### src/sv/jsu_pkg.sv
`default_nettype none
package jsu_pkg;

	// job queue between parser and emitter
	localparam int QDEPTH = 4;
	localparam int QPTR_W = $clog2(QDEPTH);
	localparam int QCNT_W = $clog2(QDEPTH + 1);

	// result kinds on the output stream
	localparam logic [1:0] KIND_BYTE = 2'd0;
	localparam logic [1:0] KIND_DONE = 2'd1;
	localparam logic [1:0] KIND_ERR  = 2'd2;

	// error codes
	localparam logic [3:0] ERR_NONE      = 4'd0;
	localparam logic [3:0] ERR_CONTROL   = 4'd1;
	localparam logic [3:0] ERR_TRUNC_ESC = 4'd2;
	localparam logic [3:0] ERR_UNK_ESC   = 4'd3;
	localparam logic [3:0] ERR_TRUNC_HEX = 4'd4;
	localparam logic [3:0] ERR_BAD_HEX   = 4'd5;
	localparam logic [3:0] ERR_NO_LOW    = 4'd6;
	localparam logic [3:0] ERR_BAD_LOW   = 4'd7;
	localparam logic [3:0] ERR_LONE_LOW  = 4'd8;
	localparam logic [3:0] ERR_UNTERM    = 4'd9;
	localparam logic [3:0] ERR_UTF8      = 4'd10;

	// characters
	localparam logic [7:0] CH_QUOTE = 8'h22;
	localparam logic [7:0] CH_BSL   = 8'h5c;
	localparam logic [7:0] CH_U     = 8'h75;
	localparam logic [7:0] CH_SPACE = 8'h20;

	// what the back end has to do with one job
	typedef enum logic [1:0] {
		JOB_BYTE   = 2'd0, // one raw byte, data[7:0]
		JOB_SCALAR = 2'd1, // code point, data[20:0], UTF-8 encoded
		JOB_QUOTE  = 2'd2, // closing quote, verdict from UTF-8 check
		JOB_ERR    = 2'd3  // parse error, code in data[3:0]
	} job_kind_t;

	typedef struct packed {
		job_kind_t   kind;
		logic [20:0] data;
	} job_t;

	typedef struct packed {
		logic [31:0] bytes; // first byte in the lowest bits
		logic [2:0]  len;
	} utf8_enc_t;

	// hex digit: bit 4 set when valid
	function automatic logic [4:0] hex_val(input logic [7:0] c);
		logic [4:0] r;
		r = 5'd0;
		if (c >= 8'h30 && c <= 8'h39) begin
			r = {1'b1, c[3:0]};
		end else if ((c >= 8'h61 && c <= 8'h66) || (c >= 8'h41 && c <= 8'h46)) begin
			r = {1'b1, c[3:0] + 4'd9};
		end
		return r;
	endfunction

	// single-character escape: bit 8 set when known
	function automatic logic [8:0] esc_map(input logic [7:0] c);
		logic [8:0] r;
		case (c)
			8'h22: r = {1'b1, 8'h22};
			8'h5c: r = {1'b1, 8'h5c};
			8'h2f: r = {1'b1, 8'h2f};
			8'h62: r = {1'b1, 8'h08};
			8'h66: r = {1'b1, 8'h0c};
			8'h6e: r = {1'b1, 8'h0a};
			8'h72: r = {1'b1, 8'h0d};
			8'h74: r = {1'b1, 8'h09};
			default: r = 9'd0;
		endcase
		return r;
	endfunction

	// code point to 1..4 UTF-8 bytes
	function automatic utf8_enc_t utf8_encode(input logic [20:0] s);
		utf8_enc_t r;
		r.bytes = 32'd0;
		r.len   = 3'd0;
		if (s <= 21'h7f) begin
			r.bytes = {24'd0, 1'b0, s[6:0]};
			r.len   = 3'd1;
		end else if (s <= 21'h7ff) begin
			r.bytes = {16'd0, 2'b10, s[5:0], 3'b110, s[10:6]};
			r.len   = 3'd2;
		end else if (s <= 21'hffff) begin
			r.bytes = {8'd0, 2'b10, s[5:0], 2'b10, s[11:6], 4'b1110, s[15:12]};
			r.len   = 3'd3;
		end else begin
			r.bytes = {2'b10, s[5:0], 2'b10, s[11:6], 2'b10, s[17:12], 5'b11110, s[20:18]};
			r.len   = 3'd4;
		end
		return r;
	endfunction

endpackage
`default_nettype wire

### src/sv/jsu_front.sv
`default_nettype none
module jsu_front (
	input  wire              clk,
	input  wire              arst_n,
	input  wire              in_valid,
	output logic             in_ready,
	input  wire  [7:0]       in_byte,
	input  wire              input_end,
	input  wire              q_full,
	output logic             push,
	output jsu_pkg::job_t    push_job
);

	typedef enum logic [6:0] {
		PH_BODY = 7'b0000001,
		PH_ESC  = 7'b0000010,
		PH_HEX1 = 7'b0000100,
		PH_BSL  = 7'b0001000,
		PH_U    = 7'b0010000,
		PH_HEX2 = 7'b0100000,
		PH_IDLE = 7'b1000000
	} phase_t;

	phase_t      phase_q, phase_d;
	logic [11:0] acc_q, acc_d;
	logic [1:0]  dig_q, dig_d;
	logic [9:0]  high_q, high_d;
	logic        take;
	logic [4:0]  hx;
	logic [8:0]  esc;
	logic [15:0] quad;
	logic        quad_high, quad_low;

	assign in_ready = !q_full;
	assign take     = in_valid && in_ready;
	assign hx       = jsu_pkg::hex_val(in_byte);
	assign esc      = jsu_pkg::esc_map(in_byte);
	assign quad      = {acc_q, hx[3:0]};
	assign quad_high = quad[15:10] == 6'b110110;
	assign quad_low  = quad[15:10] == 6'b110111;

	// parse one byte, at most one job out
	always_comb begin
		phase_d  = phase_q;
		acc_d    = acc_q;
		dig_d    = dig_q;
		high_d   = high_q;
		push     = 1'b0;
		push_job = '{kind: jsu_pkg::JOB_ERR, data: 21'd0};
		if (take) begin
			if (phase_q == PH_IDLE) begin
				if (!input_end && in_byte == jsu_pkg::CH_QUOTE) begin
					phase_d = PH_BODY;
					acc_d   = 12'd0;
					dig_d   = 2'd0;
					high_d  = 10'd0;
				end
			end else if (input_end) begin
				push          = 1'b1;
				phase_d       = PH_IDLE;
				push_job.kind = jsu_pkg::JOB_ERR;
				case (phase_q)
					PH_ESC:          push_job.data = {17'd0, jsu_pkg::ERR_TRUNC_ESC};
					PH_HEX1, PH_HEX2: push_job.data = {17'd0, jsu_pkg::ERR_TRUNC_HEX};
					PH_BSL, PH_U:    push_job.data = {17'd0, jsu_pkg::ERR_NO_LOW};
					default:         push_job.data = {17'd0, jsu_pkg::ERR_UNTERM};
				endcase
			end else begin
				case (phase_q)
					PH_BODY: begin
						push = 1'b1;
						if (in_byte == jsu_pkg::CH_QUOTE) begin
							push_job.kind = jsu_pkg::JOB_QUOTE;
							phase_d       = PH_IDLE;
						end else if (in_byte < jsu_pkg::CH_SPACE) begin
							push_job.data = {17'd0, jsu_pkg::ERR_CONTROL};
							phase_d       = PH_IDLE;
						end else if (in_byte == jsu_pkg::CH_BSL) begin
							push    = 1'b0;
							phase_d = PH_ESC;
						end else begin
							push_job.kind = jsu_pkg::JOB_BYTE;
							push_job.data = {13'd0, in_byte};
						end
					end
					PH_ESC: begin
						if (in_byte == jsu_pkg::CH_U) begin
							phase_d = PH_HEX1;
							acc_d   = 12'd0;
							dig_d   = 2'd0;
						end else if (esc[8]) begin
							push          = 1'b1;
							push_job.kind = jsu_pkg::JOB_BYTE;
							push_job.data = {13'd0, esc[7:0]};
							phase_d       = PH_BODY;
						end else begin
							push          = 1'b1;
							push_job.data = {17'd0, jsu_pkg::ERR_UNK_ESC};
							phase_d       = PH_IDLE;
						end
					end
					PH_BSL: begin
						if (in_byte == jsu_pkg::CH_BSL) begin
							phase_d = PH_U;
						end else begin
							push          = 1'b1;
							push_job.data = {17'd0, jsu_pkg::ERR_NO_LOW};
							phase_d       = PH_IDLE;
						end
					end
					PH_U: begin
						if (in_byte == jsu_pkg::CH_U) begin
							phase_d = PH_HEX2;
							acc_d   = 12'd0;
							dig_d   = 2'd0;
						end else begin
							push          = 1'b1;
							push_job.data = {17'd0, jsu_pkg::ERR_NO_LOW};
							phase_d       = PH_IDLE;
						end
					end
					PH_HEX1, PH_HEX2: begin
						if (!hx[4]) begin
							push          = 1'b1;
							push_job.data = {17'd0, jsu_pkg::ERR_BAD_HEX};
							phase_d       = PH_IDLE;
						end else if (dig_q != 2'd3) begin
							acc_d = quad[11:0];
							dig_d = dig_q + 2'd1;
						end else begin
							acc_d = 12'd0;
							dig_d = 2'd0;
							if (phase_q == PH_HEX1) begin
								if (quad_high) begin
									high_d  = quad[9:0];
									phase_d = PH_BSL;
								end else if (quad_low) begin
									push          = 1'b1;
									push_job.data = {17'd0, jsu_pkg::ERR_LONE_LOW};
									phase_d       = PH_IDLE;
								end else begin
									push          = 1'b1;
									push_job.kind = jsu_pkg::JOB_SCALAR;
									push_job.data = {5'd0, quad};
									phase_d       = PH_BODY;
								end
							end else if (!quad_low) begin
								push          = 1'b1;
								push_job.data = {17'd0, jsu_pkg::ERR_BAD_LOW};
								phase_d       = PH_IDLE;
							end else begin
								// join the surrogate pair
								push          = 1'b1;
								push_job.kind = jsu_pkg::JOB_SCALAR;
								push_job.data = 21'h10000 + {1'b0, high_q, quad[9:0]};
								high_d        = 10'd0;
								phase_d       = PH_BODY;
							end
						end
					end
					default: phase_d = PH_IDLE;
				endcase
			end
		end
	end

	always_ff @(posedge clk or negedge arst_n) begin
		if (!arst_n) begin
			phase_q <= PH_BODY;
			acc_q   <= 12'd0;
			dig_q   <= 2'd0;
			high_q  <= 10'd0;
		end else begin
			phase_q <= phase_d;
			acc_q   <= acc_d;
			dig_q   <= dig_d;
			high_q  <= high_d;
		end
	end

endmodule
`default_nettype wire

### src/sv/jsu_queue.sv
`default_nettype none
module jsu_queue (
	input  wire            clk,
	input  wire            arst_n,
	input  wire            push,
	input  jsu_pkg::job_t  push_job,
	output logic           full,
	input  wire            pop,
	output logic           avail,
	output jsu_pkg::job_t  head
);

	jsu_pkg::job_t                  mem_q [jsu_pkg::QDEPTH];
	logic [jsu_pkg::QPTR_W-1:0]     wr_q, rd_q;
	logic [jsu_pkg::QCNT_W-1:0]     cnt_q;
	logic                           do_pop;

	assign full   = cnt_q == jsu_pkg::QCNT_W'(jsu_pkg::QDEPTH);
	assign avail  = cnt_q != '0;
	assign head   = mem_q[rd_q];
	assign do_pop = pop && avail;

	// storage, no reset on payload
	always_ff @(posedge clk) begin
		if (push) begin
			mem_q[wr_q] <= push_job;
		end
	end

	// pointers and fill count
	always_ff @(posedge clk or negedge arst_n) begin
		if (!arst_n) begin
			wr_q  <= '0;
			rd_q  <= '0;
			cnt_q <= '0;
		end else begin
			if (push) begin
				wr_q <= wr_q + 1'b1;
			end
			if (do_pop) begin
				rd_q <= rd_q + 1'b1;
			end
			if (push && !do_pop) begin
				cnt_q <= cnt_q + 1'b1;
			end else if (!push && do_pop) begin
				cnt_q <= cnt_q - 1'b1;
			end
		end
	end

endmodule
`default_nettype wire

### src/sv/jsu_back.sv
`default_nettype none
module jsu_back (
	input  wire            clk,
	input  wire            arst_n,
	input  wire            q_avail,
	input  jsu_pkg::job_t  q_head,
	output logic           pop,
	output logic           out_valid,
	input  wire            out_ready,
	output logic [1:0]     out_kind,
	output logic [7:0]     out_byte,
	output logic [3:0]     error_code,
	output logic           last_of_run
);

	// job being emitted
	logic [31:0]        buf_q;
	logic [2:0]         cnt_q;
	jsu_pkg::job_kind_t jkind_q;
	logic [3:0]         ecode_q;

	// UTF-8 checker state
	logic [1:0] pend_q, pend_d;
	logic [1:0] lim_q, lim_d;
	logic       inv_q, inv_d;

	// output register
	logic       ov_q;
	logic [1:0] okind_q;
	logic [7:0] obyte_q;
	logic [3:0] ocode_q;
	logic       olast_q;

	logic              can_emit, emit;
	logic [7:0]        b, bound;
	logic              ok;
	jsu_pkg::utf8_enc_t enc;

	assign can_emit = !ov_q || out_ready;
	assign emit     = (cnt_q != 3'd0) && can_emit;
	assign pop      = q_avail && ((cnt_q == 3'd0) || (cnt_q == 3'd1 && emit));
	assign enc      = jsu_pkg::utf8_encode(q_head.data);
	assign b        = buf_q[7:0];

	// strict UTF-8 check of the byte going out
	always_comb begin
		pend_d = pend_q;
		lim_d  = lim_q;
		inv_d  = inv_q;
		bound  = (pend_q == 2'd3) ? 8'h90 : 8'ha0;
		ok     = 1'b1;
		if (emit) begin
			if (jkind_q == jsu_pkg::JOB_QUOTE || jkind_q == jsu_pkg::JOB_ERR) begin
				// string over, start clean
				pend_d = 2'd0;
				lim_d  = 2'd0;
				inv_d  = 1'b0;
			end else if (!inv_q) begin
				if (pend_q != 2'd0) begin
					ok = b[7:6] == 2'b10;
					if (lim_q == 2'd1 && b < bound) begin
						ok = 1'b0;
					end
					if (lim_q == 2'd2 && b >= bound) begin
						ok = 1'b0;
					end
					if (!ok) begin
						inv_d = 1'b1;
					end else begin
						lim_d  = 2'd0;
						pend_d = pend_q - 2'd1;
					end
				end else if (b <= 8'h7f) begin
					pend_d = 2'd0;
				end else if (b >= 8'hc2 && b <= 8'hdf) begin
					pend_d = 2'd1;
				end else if (b >= 8'he0 && b <= 8'hef) begin
					pend_d = 2'd2;
					lim_d  = (b == 8'he0) ? 2'd1 : (b == 8'hed) ? 2'd2 : 2'd0;
				end else if (b >= 8'hf0 && b <= 8'hf4) begin
					pend_d = 2'd3;
					lim_d  = (b == 8'hf0) ? 2'd1 : (b == 8'hf4) ? 2'd2 : 2'd0;
				end else begin
					inv_d = 1'b1;
				end
			end
		end
	end

	// job expansion: load on pop, shift one byte per transfer
	always_ff @(posedge clk or negedge arst_n) begin
		if (!arst_n) begin
			cnt_q   <= 3'd0;
			jkind_q <= jsu_pkg::JOB_BYTE;
			pend_q  <= 2'd0;
			lim_q   <= 2'd0;
			inv_q   <= 1'b0;
		end else begin
			pend_q <= pend_d;
			lim_q  <= lim_d;
			inv_q  <= inv_d;
			if (pop) begin
				jkind_q <= q_head.kind;
				case (q_head.kind)
					jsu_pkg::JOB_SCALAR: cnt_q <= enc.len;
					default:             cnt_q <= 3'd1;
				endcase
			end else if (emit) begin
				cnt_q <= cnt_q - 3'd1;
			end
		end
	end

	always_ff @(posedge clk) begin
		if (pop) begin
			ecode_q <= q_head.data[3:0];
			case (q_head.kind)
				jsu_pkg::JOB_SCALAR: buf_q <= enc.bytes;
				default:             buf_q <= {24'd0, q_head.data[7:0]};
			endcase
		end else if (emit) begin
			buf_q <= {8'd0, buf_q[31:8]};
		end
	end

	// output register
	always_ff @(posedge clk or negedge arst_n) begin
		if (!arst_n) begin
			ov_q <= 1'b0;
		end else if (emit) begin
			ov_q <= 1'b1;
		end else if (out_ready) begin
			ov_q <= 1'b0;
		end
	end

	always_ff @(posedge clk) begin
		if (emit) begin
			olast_q <= cnt_q == 3'd1;
			case (jkind_q)
				jsu_pkg::JOB_QUOTE: begin
					obyte_q <= 8'd0;
					if (inv_q || pend_q != 2'd0) begin
						okind_q <= jsu_pkg::KIND_ERR;
						ocode_q <= jsu_pkg::ERR_UTF8;
					end else begin
						okind_q <= jsu_pkg::KIND_DONE;
						ocode_q <= jsu_pkg::ERR_NONE;
					end
				end
				jsu_pkg::JOB_ERR: begin
					okind_q <= jsu_pkg::KIND_ERR;
					obyte_q <= 8'd0;
					ocode_q <= ecode_q;
				end
				default: begin
					okind_q <= jsu_pkg::KIND_BYTE;
					obyte_q <= b;
					ocode_q <= jsu_pkg::ERR_NONE;
				end
			endcase
		end
	end

	assign out_valid   = ov_q;
	assign out_kind    = okind_q;
	assign out_byte    = obyte_q;
	assign error_code  = ocode_q;
	assign last_of_run = olast_q;

endmodule
`default_nettype wire

### src/sv/json_string_unescape_utf8_unit.sv
// JSON string-body unescaper with strict UTF-8 checking. Feed the bytes after
// the opening quote, one per transfer (s_tuser[0] set marks end of input). Raw
// bytes pass through, escapes and \uXXXX (with surrogate pairs) come out as
// 1..4 UTF-8 bytes, one result per cycle while m_tready is high; the closing
// quote gives done or error 10, any error gives one error result, and the unit
// then ignores input until the next quote. The front parser takes one byte per
// cycle while its 4-job queue has room; the emitter drains one output byte per
// cycle unless m_tready holds it. An accepted byte's first result passes the
// job queue, the emitter's job buffer and the output register to m_tvalid.
// m_tlast marks the final result caused by one input byte.
`default_nettype none
module json_string_unescape_utf8_unit (
	input  wire         clk,
	input  wire         arst_n,
	input  wire         s_tvalid,
	output logic        s_tready,
	input  wire  [7:0]  s_tdata,  // [7:0] in_byte
	input  wire  [0:0]  s_tuser,  // [0] input_end
	output logic        m_tvalid,
	input  wire         m_tready,
	output logic [15:0] m_tdata,  // [7:0] out_byte, [11:8] error_code, rest zero
	output logic [1:0]  m_tuser,  // [1:0] out_kind
	output logic        m_tlast
);

	jsu_pkg::job_t push_job, head;
	logic          push, full, avail, pop;
	logic [7:0]    out_byte;
	logic [3:0]    error_code;

	jsu_front u_front (
		.clk       (clk),
		.arst_n    (arst_n),
		.in_valid  (s_tvalid),
		.in_ready  (s_tready),
		.in_byte   (s_tdata),
		.input_end (s_tuser[0]),
		.q_full    (full),
		.push      (push),
		.push_job  (push_job)
	);

	jsu_queue u_queue (
		.clk      (clk),
		.arst_n   (arst_n),
		.push     (push),
		.push_job (push_job),
		.full     (full),
		.pop      (pop),
		.avail    (avail),
		.head     (head)
	);

	jsu_back u_back (
		.clk         (clk),
		.arst_n      (arst_n),
		.q_avail     (avail),
		.q_head      (head),
		.pop         (pop),
		.out_valid   (m_tvalid),
		.out_ready   (m_tready),
		.out_kind    (m_tuser),
		.out_byte    (out_byte),
		.error_code  (error_code),
		.last_of_run (m_tlast)
	);

	assign m_tdata = {4'd0, error_code, out_byte};

endmodule
`default_nettype wire
### config.mk
export PLATFORM = sky130hd
export DESIGN_NAME = json_string_unescape_utf8_unit
export DESIGN_NICKNAME = d
export VERILOG_FILES = /design/src/sv/jsu_pkg.sv /design/src/sv/jsu_front.sv /design/src/sv/jsu_queue.sv /design/src/sv/jsu_back.sv /design/src/sv/json_string_unescape_utf8_unit.sv
export SDC_FILE = /design/constraint.sdc
export NUM_CORES = 1
export LEC_CHECK = 0
export ABC_AREA = 1
export BUFFER_PORTS_ARGS = -buffer_cell sky130_fd_sc_hd__buf_2
export CORE_MARGIN = 2
export CORE_UTILIZATION = 30
export DETAILED_ROUTE_END_ITERATION = 10
export SLEW_MARGIN = 20
export SYNTH_ARGS = -nofsm -noshare
export SYNTH_HDL_FRONTEND = slang
export SYNTH_SLANG_ARGS = --single-unit
export TNS_END_PERCENT = 10
### constraint.sdc
create_clock -name clk -period 5.9 [get_ports clk]
set_clock_uncertainty 0.15 [all_clocks]
set_input_delay 0.885 -clock clk [delete_from_list [all_inputs] [get_ports clk]]
set_output_delay 0.885 -clock clk [all_outputs]
set_load 0.03 [all_outputs]
# Yosys cells after proc, flatten, opt, wreduce, memory -nomap -nowiden
# Memories as Yosys holds them, arrays and structs flattened.
# Index checks and enable logic that the tools add are counted.
# totals
latch_bits	0
mem_bits_ro	0
ff_bits	100
memories	1
ramBits	92
# op_classes
mul	0
magnitude_cmp	19
add_sub_neg	9
n_shift	0
div_mod_pow	0
n_mux	134
bitwise	0
eq_ne	44
reduce_logical	48
# memory_table
name	words	width	read_ports	rd_ports_with_merged_regs	write_ports	line	source
u_queue.mem_q	4	23	1	0	1	jsu_queue.sv:13	jsu_pkg::job_t mem_q [jsu_pkg::QDEPTH];
# ops
op	count
23-bit 2-to-1 mux	8
7-bit 2-to-1 mux	16
35-bit 2-to-1 mux	3
21-bit one-hot mux with 5 select lines	1
32-bit 2-to-1 mux	3
10-bit 2-to-1 mux	9
21-bit 2-to-1 mux	4
12-bit 2-to-1 mux	6
9-bit one-hot mux with 8 select lines	1
2-bit 2-to-1 mux	33
8-bit by 7-bit equality test with 1-bit output, second input constant	7
7-bit one-hot mux with 5 select lines	1
8-bit equality test, second input constant	4
1-bit 2-to-1 mux	29
8-bit greater-or-equal comparator, second input constant	3
8-bit by 7-bit less-or-equal comparator with 1-bit output, second input constant	3
8-bit less-or-equal comparator, second input constant	3
12-bit one-hot mux with 2 select lines	1
17-bit by 20-bit adder with 21-bit output, first input constant	1
21-bit by 11-bit less-or-equal comparator with 1-bit output, second input constant	1
21-bit by 16-bit less-or-equal comparator with 1-bit output, second input constant	1
21-bit by 7-bit less-or-equal comparator with 1-bit output, second input constant	1
3-bit 2-to-1 mux	7
8-bit by 6-bit equality test with 1-bit output, second input constant	2
51 further kinds	106

# Depth between registers and ports, before layout
# depth
word_depth	14
mapped_depth	17

# Modules after synthesis
# Synthesis repeated with hierarchy kept, for this count alone.
# hier_totals
cells_unflattened	1125
hier_area_um2	10138.5
# by_module_without_submodules
mod	cells_per_inst	instances	area_each_um2
jsu_queue	324	1	4105.2
jsu_back	331	1	3049.2
jsu_front	465	1	2950.3
json_string_unescape_utf8_unit	5	1	33.8

# Worst setup path before layout
# No wires, ideal clock.
# synth_path
path_type	input-to-reg
start	input port s_tdata[0]
end	memory u_queue.mem_q[0][0] in the netlist's numbering (enable)
path_stages	11
setup_slack_ns	2.312
t_arrival_ns	3.036
required_ns	5.347
cell_sequence	inv_1 > ha_1 > o21ai_0 > nand2_1 > nand2_2 > nand2_4 > inv_2 > nand2_1 > nand4_1 > nand2_2 > nor2_1
# synth_via
elab_chain_cells	12
elab_cells_between_ends	27
classes_between	7 x order compare; 3 x eq/ne; 13 x mux; 4 x reduce/logical
# synth_lines
item	line	source
start, declared	json_string_unescape_utf8_unit.sv:17	input wire [7:0] s_tdata,
8-bit by 7-bit greater-or-equal comparator with 1-bit output / 8-bit by 7-bit less-or-equal comparator with 1-bit output (equally long branches)	jsu_pkg.sv:57	end else if ((c >= 8'h61 && c <= 8'h66) || (c >= 8'h41 && c <= 8'h46)) begin
1-bit logical AND	jsu_pkg.sv:57	
1-bit logical OR	jsu_pkg.sv:57	
5-bit 2-to-1 mux	jsu_pkg.sv:57	
5-bit 2-to-1 mux	jsu_pkg.sv:55	if (c >= 8'h30 && c <= 8'h39) begin
1-bit 2-to-1 mux	jsu_front.sv:123	if (!hx[4]) begin
1-bit one-hot mux with 4 select lines (*)	jsu_front.sv:69	case (phase_q)
1-bit 2-to-1 mux (*)	jsu_front.sv:58	end else if (input_end) begin
1-bit 2-to-1 mux (*)	jsu_front.sv:51	if (phase_q == PH_IDLE) begin
1-bit 2-to-1 mux (*)	jsu_front.sv:50	if (take) begin
1-bit 2-to-1 mux (*)	jsu_queue.sv:25	if (push) begin
1-bit 2-to-1 mux (not written as such) (*)	jsu_queue.sv:26	mem_q[wr_q] <= push_job;
end, declared	jsu_queue.sv:13	
# Every way passes the cells marked *; elsewhere a longest branch is shown, timed or not.

# Worst setup path in the final report
# layout_path
start	register u_front.phase_q[6]
end	register u_queue.cnt_q[2] in the netlist's numbering
# layout_via
elab_chain_cells	11
elab_cells_between_ends	21
classes_between	7 x eq/ne; 8 x mux; 6 x reduce/logical
# layout_lines
item	line	source
start, declared	jsu_front.sv:24	phase_t phase_q, phase_d;
start signal, assigned	jsu_front.sv:174	phase_q <= phase_d;
7-bit by 3-bit equality test with 1-bit output	jsu_front.sv:69, jsu_front.sv:133	
1-bit 2-to-1 mux	jsu_front.sv:133	if (phase_q == PH_HEX1) begin
1-bit 2-to-1 mux	jsu_front.sv:127	end else if (dig_q != 2'd3) begin
1-bit 2-to-1 mux	jsu_front.sv:123	
1-bit one-hot mux with 4 select lines	jsu_front.sv:69	
1-bit 2-to-1 mux	jsu_front.sv:58	
1-bit 2-to-1 mux (*)	jsu_front.sv:51	
1-bit 2-to-1 mux (*)	jsu_front.sv:50	
net push	json_string_unescape_utf8_unit.sv:27	logic push, full, avail, pop;
1-bit logical NOT	jsu_queue.sv:45	end else if (!push && do_pop) begin
1-bit logical AND	jsu_queue.sv:45	
2-bit nonzero test (no line)	-	
end signal, assigned	jsu_queue.sv:44	cnt_q <= cnt_q + 1'b1;
end signal, assigned	jsu_queue.sv:46	cnt_q <= cnt_q - 1'b1;
end, declared	jsu_queue.sv:15	logic [jsu_pkg::QCNT_W-1:0] cnt_q;
# Mark *: on every way through the listed nets, which the timed path passes. The rest lies on a longest branch.
# A chain may end at the register's enable or synchronous reset.

==> results.py <==
metrics = {
    "setup_path": {
        "arrival_ns": 3.65,
        "cp-end-kind": "register",
        "critical-path-slowest-cell": "fa_1",
        "cp-start-kind": "register",
        "cpPeakStageDelay_ns": 0.43,
        "crit_start": "u_front.phase_q[6]",
        "worstPathRequired_ns": 6.07,
        "cp_top_family": "simple AND/OR/NAND/NOR gates",
        "reg2reg_from": "u_front.phase_q[6]",
        "path_class": "register to register",
        "path_buf_inv": 5,
        "cp_max_fo": 23,
        "crit_chain": "inv_2 -> nand3_2 -> nor2_2 -> buf_4 -> inv_2 -> nand2_2 -> nand2_1 -> nand4_1 -> nand2_2 -> inv_1 -> ha_1 -> inv_1 -> fa_1 -> a21oi_1 -> o21ai_0 -> xor2_1",
    },
    "synthesis": {
        "seq_area_frac_synth": 0.5528,
        "synth.cell_area_um2": 9826,
        "yosysWarnings": 0,
        "yosysTopAreaCell": "edfxtp_1",
        "synth_top_area_share": 0.4279,
        "synthArstFlopShare": 0.2593,
        "synth_area_leaders": "edfxtp_1, nand2_1, dfrtp_1",
        "avgSynthCellArea_um2": 8.820,
        "synth_top_flop_cell": "edfxtp_1",
        "synth_edf_count": 140,
        "synth_cells": 1114,
        "ys_types": 48,
        "synth-seq-cells": 189,
    },
    "floorplan": {
        "rows": 66,
        "initial_core_util": 0.3035,
        "dieArea_um2": 34220,
        "die_w_um": 185.0,
        "io_pins": 34,
        "die_h_um": 185.0,
        "core_um2": 32370,
    },
    "route": {
        "vias": 7523,
        "drc": 0,
        "routed_via_density": 4.720,
        "ant_nets": 0,
        "first_pass_iters": 5,
        "wire_per_inst_um": 14.12,
        "first_iter_violations": 765,
        "drt_wl_total_um": 22510,
    },
    "grt": {
        "grt_use_total": 0.1344,
        "grt_pass1_vias": 6888,
        "grt_antenna_before_repair": 0,
        "grt_pass1_wl_um": 36050,
        "grt_overflow_total": 0,
        "grt_max_degree": 50,
    },
    "timing": {
        "relSlewSlack": 0.4616,
        "rsz0062_at_grt": "false",
        "finalCriticalPeriod_ns": 3.482,
        "worst_pin_slew_ns": 0.8003,
        "fmax_mhz": 287.2,
        "finalSetupTns_ns": 0,
        "hold_viol_final": 0,
        "setup_viol": 0,
        "finalMaxSlewViolations": 0,
        "post-route-period-util": 0.5902,
    },
    "placed_design": {
        "numPortBuffers": 29,
        "dpl.hpwl_um": 15890,
        "gp_congestion": 0.8944,
    },
    "clock_tree": {
        "cts_made_buffers": 17,
        "post_cts_resized": 0,
        "post_cts_buffers": 0,
        "cts_htree_levels": 4,
        "clockBufferDepth": 2,
        "cts_sinks": 189,
        "path_clk_slew_ns": 0.07,
        "clock_latency_ns": 0.44,
        "ctsHoldBuffers": 0,
        "cts_root_buffer": "clkbuf_16",
        "cts_tree": "built",
    },
    "worst_hold_path": {
        "min_path_type": "register to register",
        "hp-start": "u_front.high_q[5]",
    },
    "layout": {
        "multi_input_area_um2": 3737,
        "drive_above_1_share": 0.1155,
        "syn_to_final_growth_pct": 11.35,
        "regArea_um2": 5431,
        "diodes": 0,
        "utilization": 0.3380,
        "layout.nets": 1169,
        "n_fill_cell": 3381,
    },
    "power": {
        "power_density_nw_per_um2": 465.9,
        "p_sw_mw": 2.117,
        "p_seq_frac": 0.393,
        "worst_ir_drop_vdd_mv": 0.2521,
        "switching_share": 0.4153,
        "p_comb_frac": 0.392,
        "leakage_nw": 4.637,
        "p_int_mw": 2.980,
        "p_clk_frac": 0.215,
    },
    "run_status": {
        "status": "complete, no violations",
    },
    "job": {
        "max_cap_violations": 0,
    },
}
final cells by class:
class,instances,area share
sequential,189,0.4965
multi-input combinational,774,0.3416
tap,442,0.05055
inverter,118,0.04048
clock buffer,18,0.03923
timing repair buffer,39,0.02013
clock inverter,14,0.01155
kinds of logic after synthesis:
kind of cell / share of synthesized area
and+or+nand+nor: 0.2805
DFF: 0.5528
buffers and inverters: 0.06902
AOI/OAI and AO/OA: 0.07131
adders and majority gates: 0.02241
xor gates and xnor gates: 0.003566
other: 0.0003817
state kept, by name, indices dropped and copies added, names as in the netlist, 3 cells and up:
name and flops:
u_back.error_code 4, u_queue.cnt_q 3, u_front.phase_q 7, u_back.out_byte 8
u_back.cnt_q 3, u_queue.mem_q 92, u_back.ecode_q 4, u_back.buf_q 29
u_front.high_q 10, u_front.acc_q 12
metal layers:
layer  GRT usage  wire, um  part of all wire
met1      0.1763     10170              0.45
met2      0.2261     10810              0.48
met3     0.02261      1048             0.047
met4     0.04317       480             0.021
met5           0         0                 0
layout by cell type (no fill, tap or decap), types with 3 or more instances in the layout:
cell type  count
dfrtp_1       48
o21ai_0       30
nor4_1         4
nand3_2        4
nand2_2       12
edfxtp_1     140
inv_2         11
nor2_1        77
nor3b_1        3
conb_1         4
nand3b_1       3
nand4_1       13
inv_6          4
o21ai_2       11
inv_8          4
a21oi_1       30
clkbuf_16     17
inv_1        107
a31oi_1        6
nand2_1      358
o21ai_1       25
xor2_1         3
a32oi_1        6
buf_2         29
ha_1          16
buf_4         10
nor3_1         8
nand3_1      123
nor2_2        15
per-stage QoR:
stage          hold slack, ns  setup slack [ns]  area, um2  total power [mW]  instances
2_1_floorplan          0.3030             2.312       9837             3.537       1117
3_3_place_gp           0.3227             1.989      10390             4.021       1562
3_5_place_dp           0.3241             1.989      10390             4.042       1562
4_1_cts                0.3426             2.432      10940             5.143       1594
5_1_grt                0.3798             2.126      10940             5.475       1594
6_report               0.3452             2.418      10940             5.097       1594
synth_stat cells (all sizes together), types with 4 or more instances:
master	n
nor2	94
buf	29
a32oi	6
dfrtp	48
edfxtp	140
a31oi	6
nand4	14
nor4	4
clkbuf	7
nor3	10
o21ai	66
nand3	128
a21oi	31
inv	118
ha	16
nand2	371
worst reg2reg max path: cells and delay by family, from the launching register on:
| family | cells | cell delay (ns) |
|---|---|---|
| adder cells (fa/ha/maj) | 2 | 0.57 |
| flip-flops | 1 | 0.39 |
| XOR/XNOR | 1 | 0.15 |
| buffers and inverters | 5 | 0.68 |
| AND/OR/NAND/NOR | 6 | 1.18 |
| AO/OA/AOI/OAI | 2 | 0.25 |
worst paths after layout:
kind	end	slack, ns	cells past startpoint
max in group asynchronous	u_front.high_q[6]	4.65	2
min reg2reg	u_front.high_q[5]	0.35	2
min in group asynchronous	u_back.lim_q[0]	0.40	2
min	u_front.high_q[5]	0.35	2
max	u_queue.cnt_q[2]	2.42	16
max reg2reg	u_queue.cnt_q[2]	2.42	16
power by group through the flow:
stage / clock [mW] / combinational (mW) / sequential (mW)
final: 1.09 / 2.00 / 2.00
after global routing: 1.17 / 2.27 / 2.04
after CTS: 1.12 / 2.02 / 2.01
after detailed placement: 0 / 2.01 / 2.03
after global placement: 0 / 1.99 / 2.03
after floorplan: 0 / 1.42 / 2.12
Note: power is estimated with default switching activity, not from simulation.
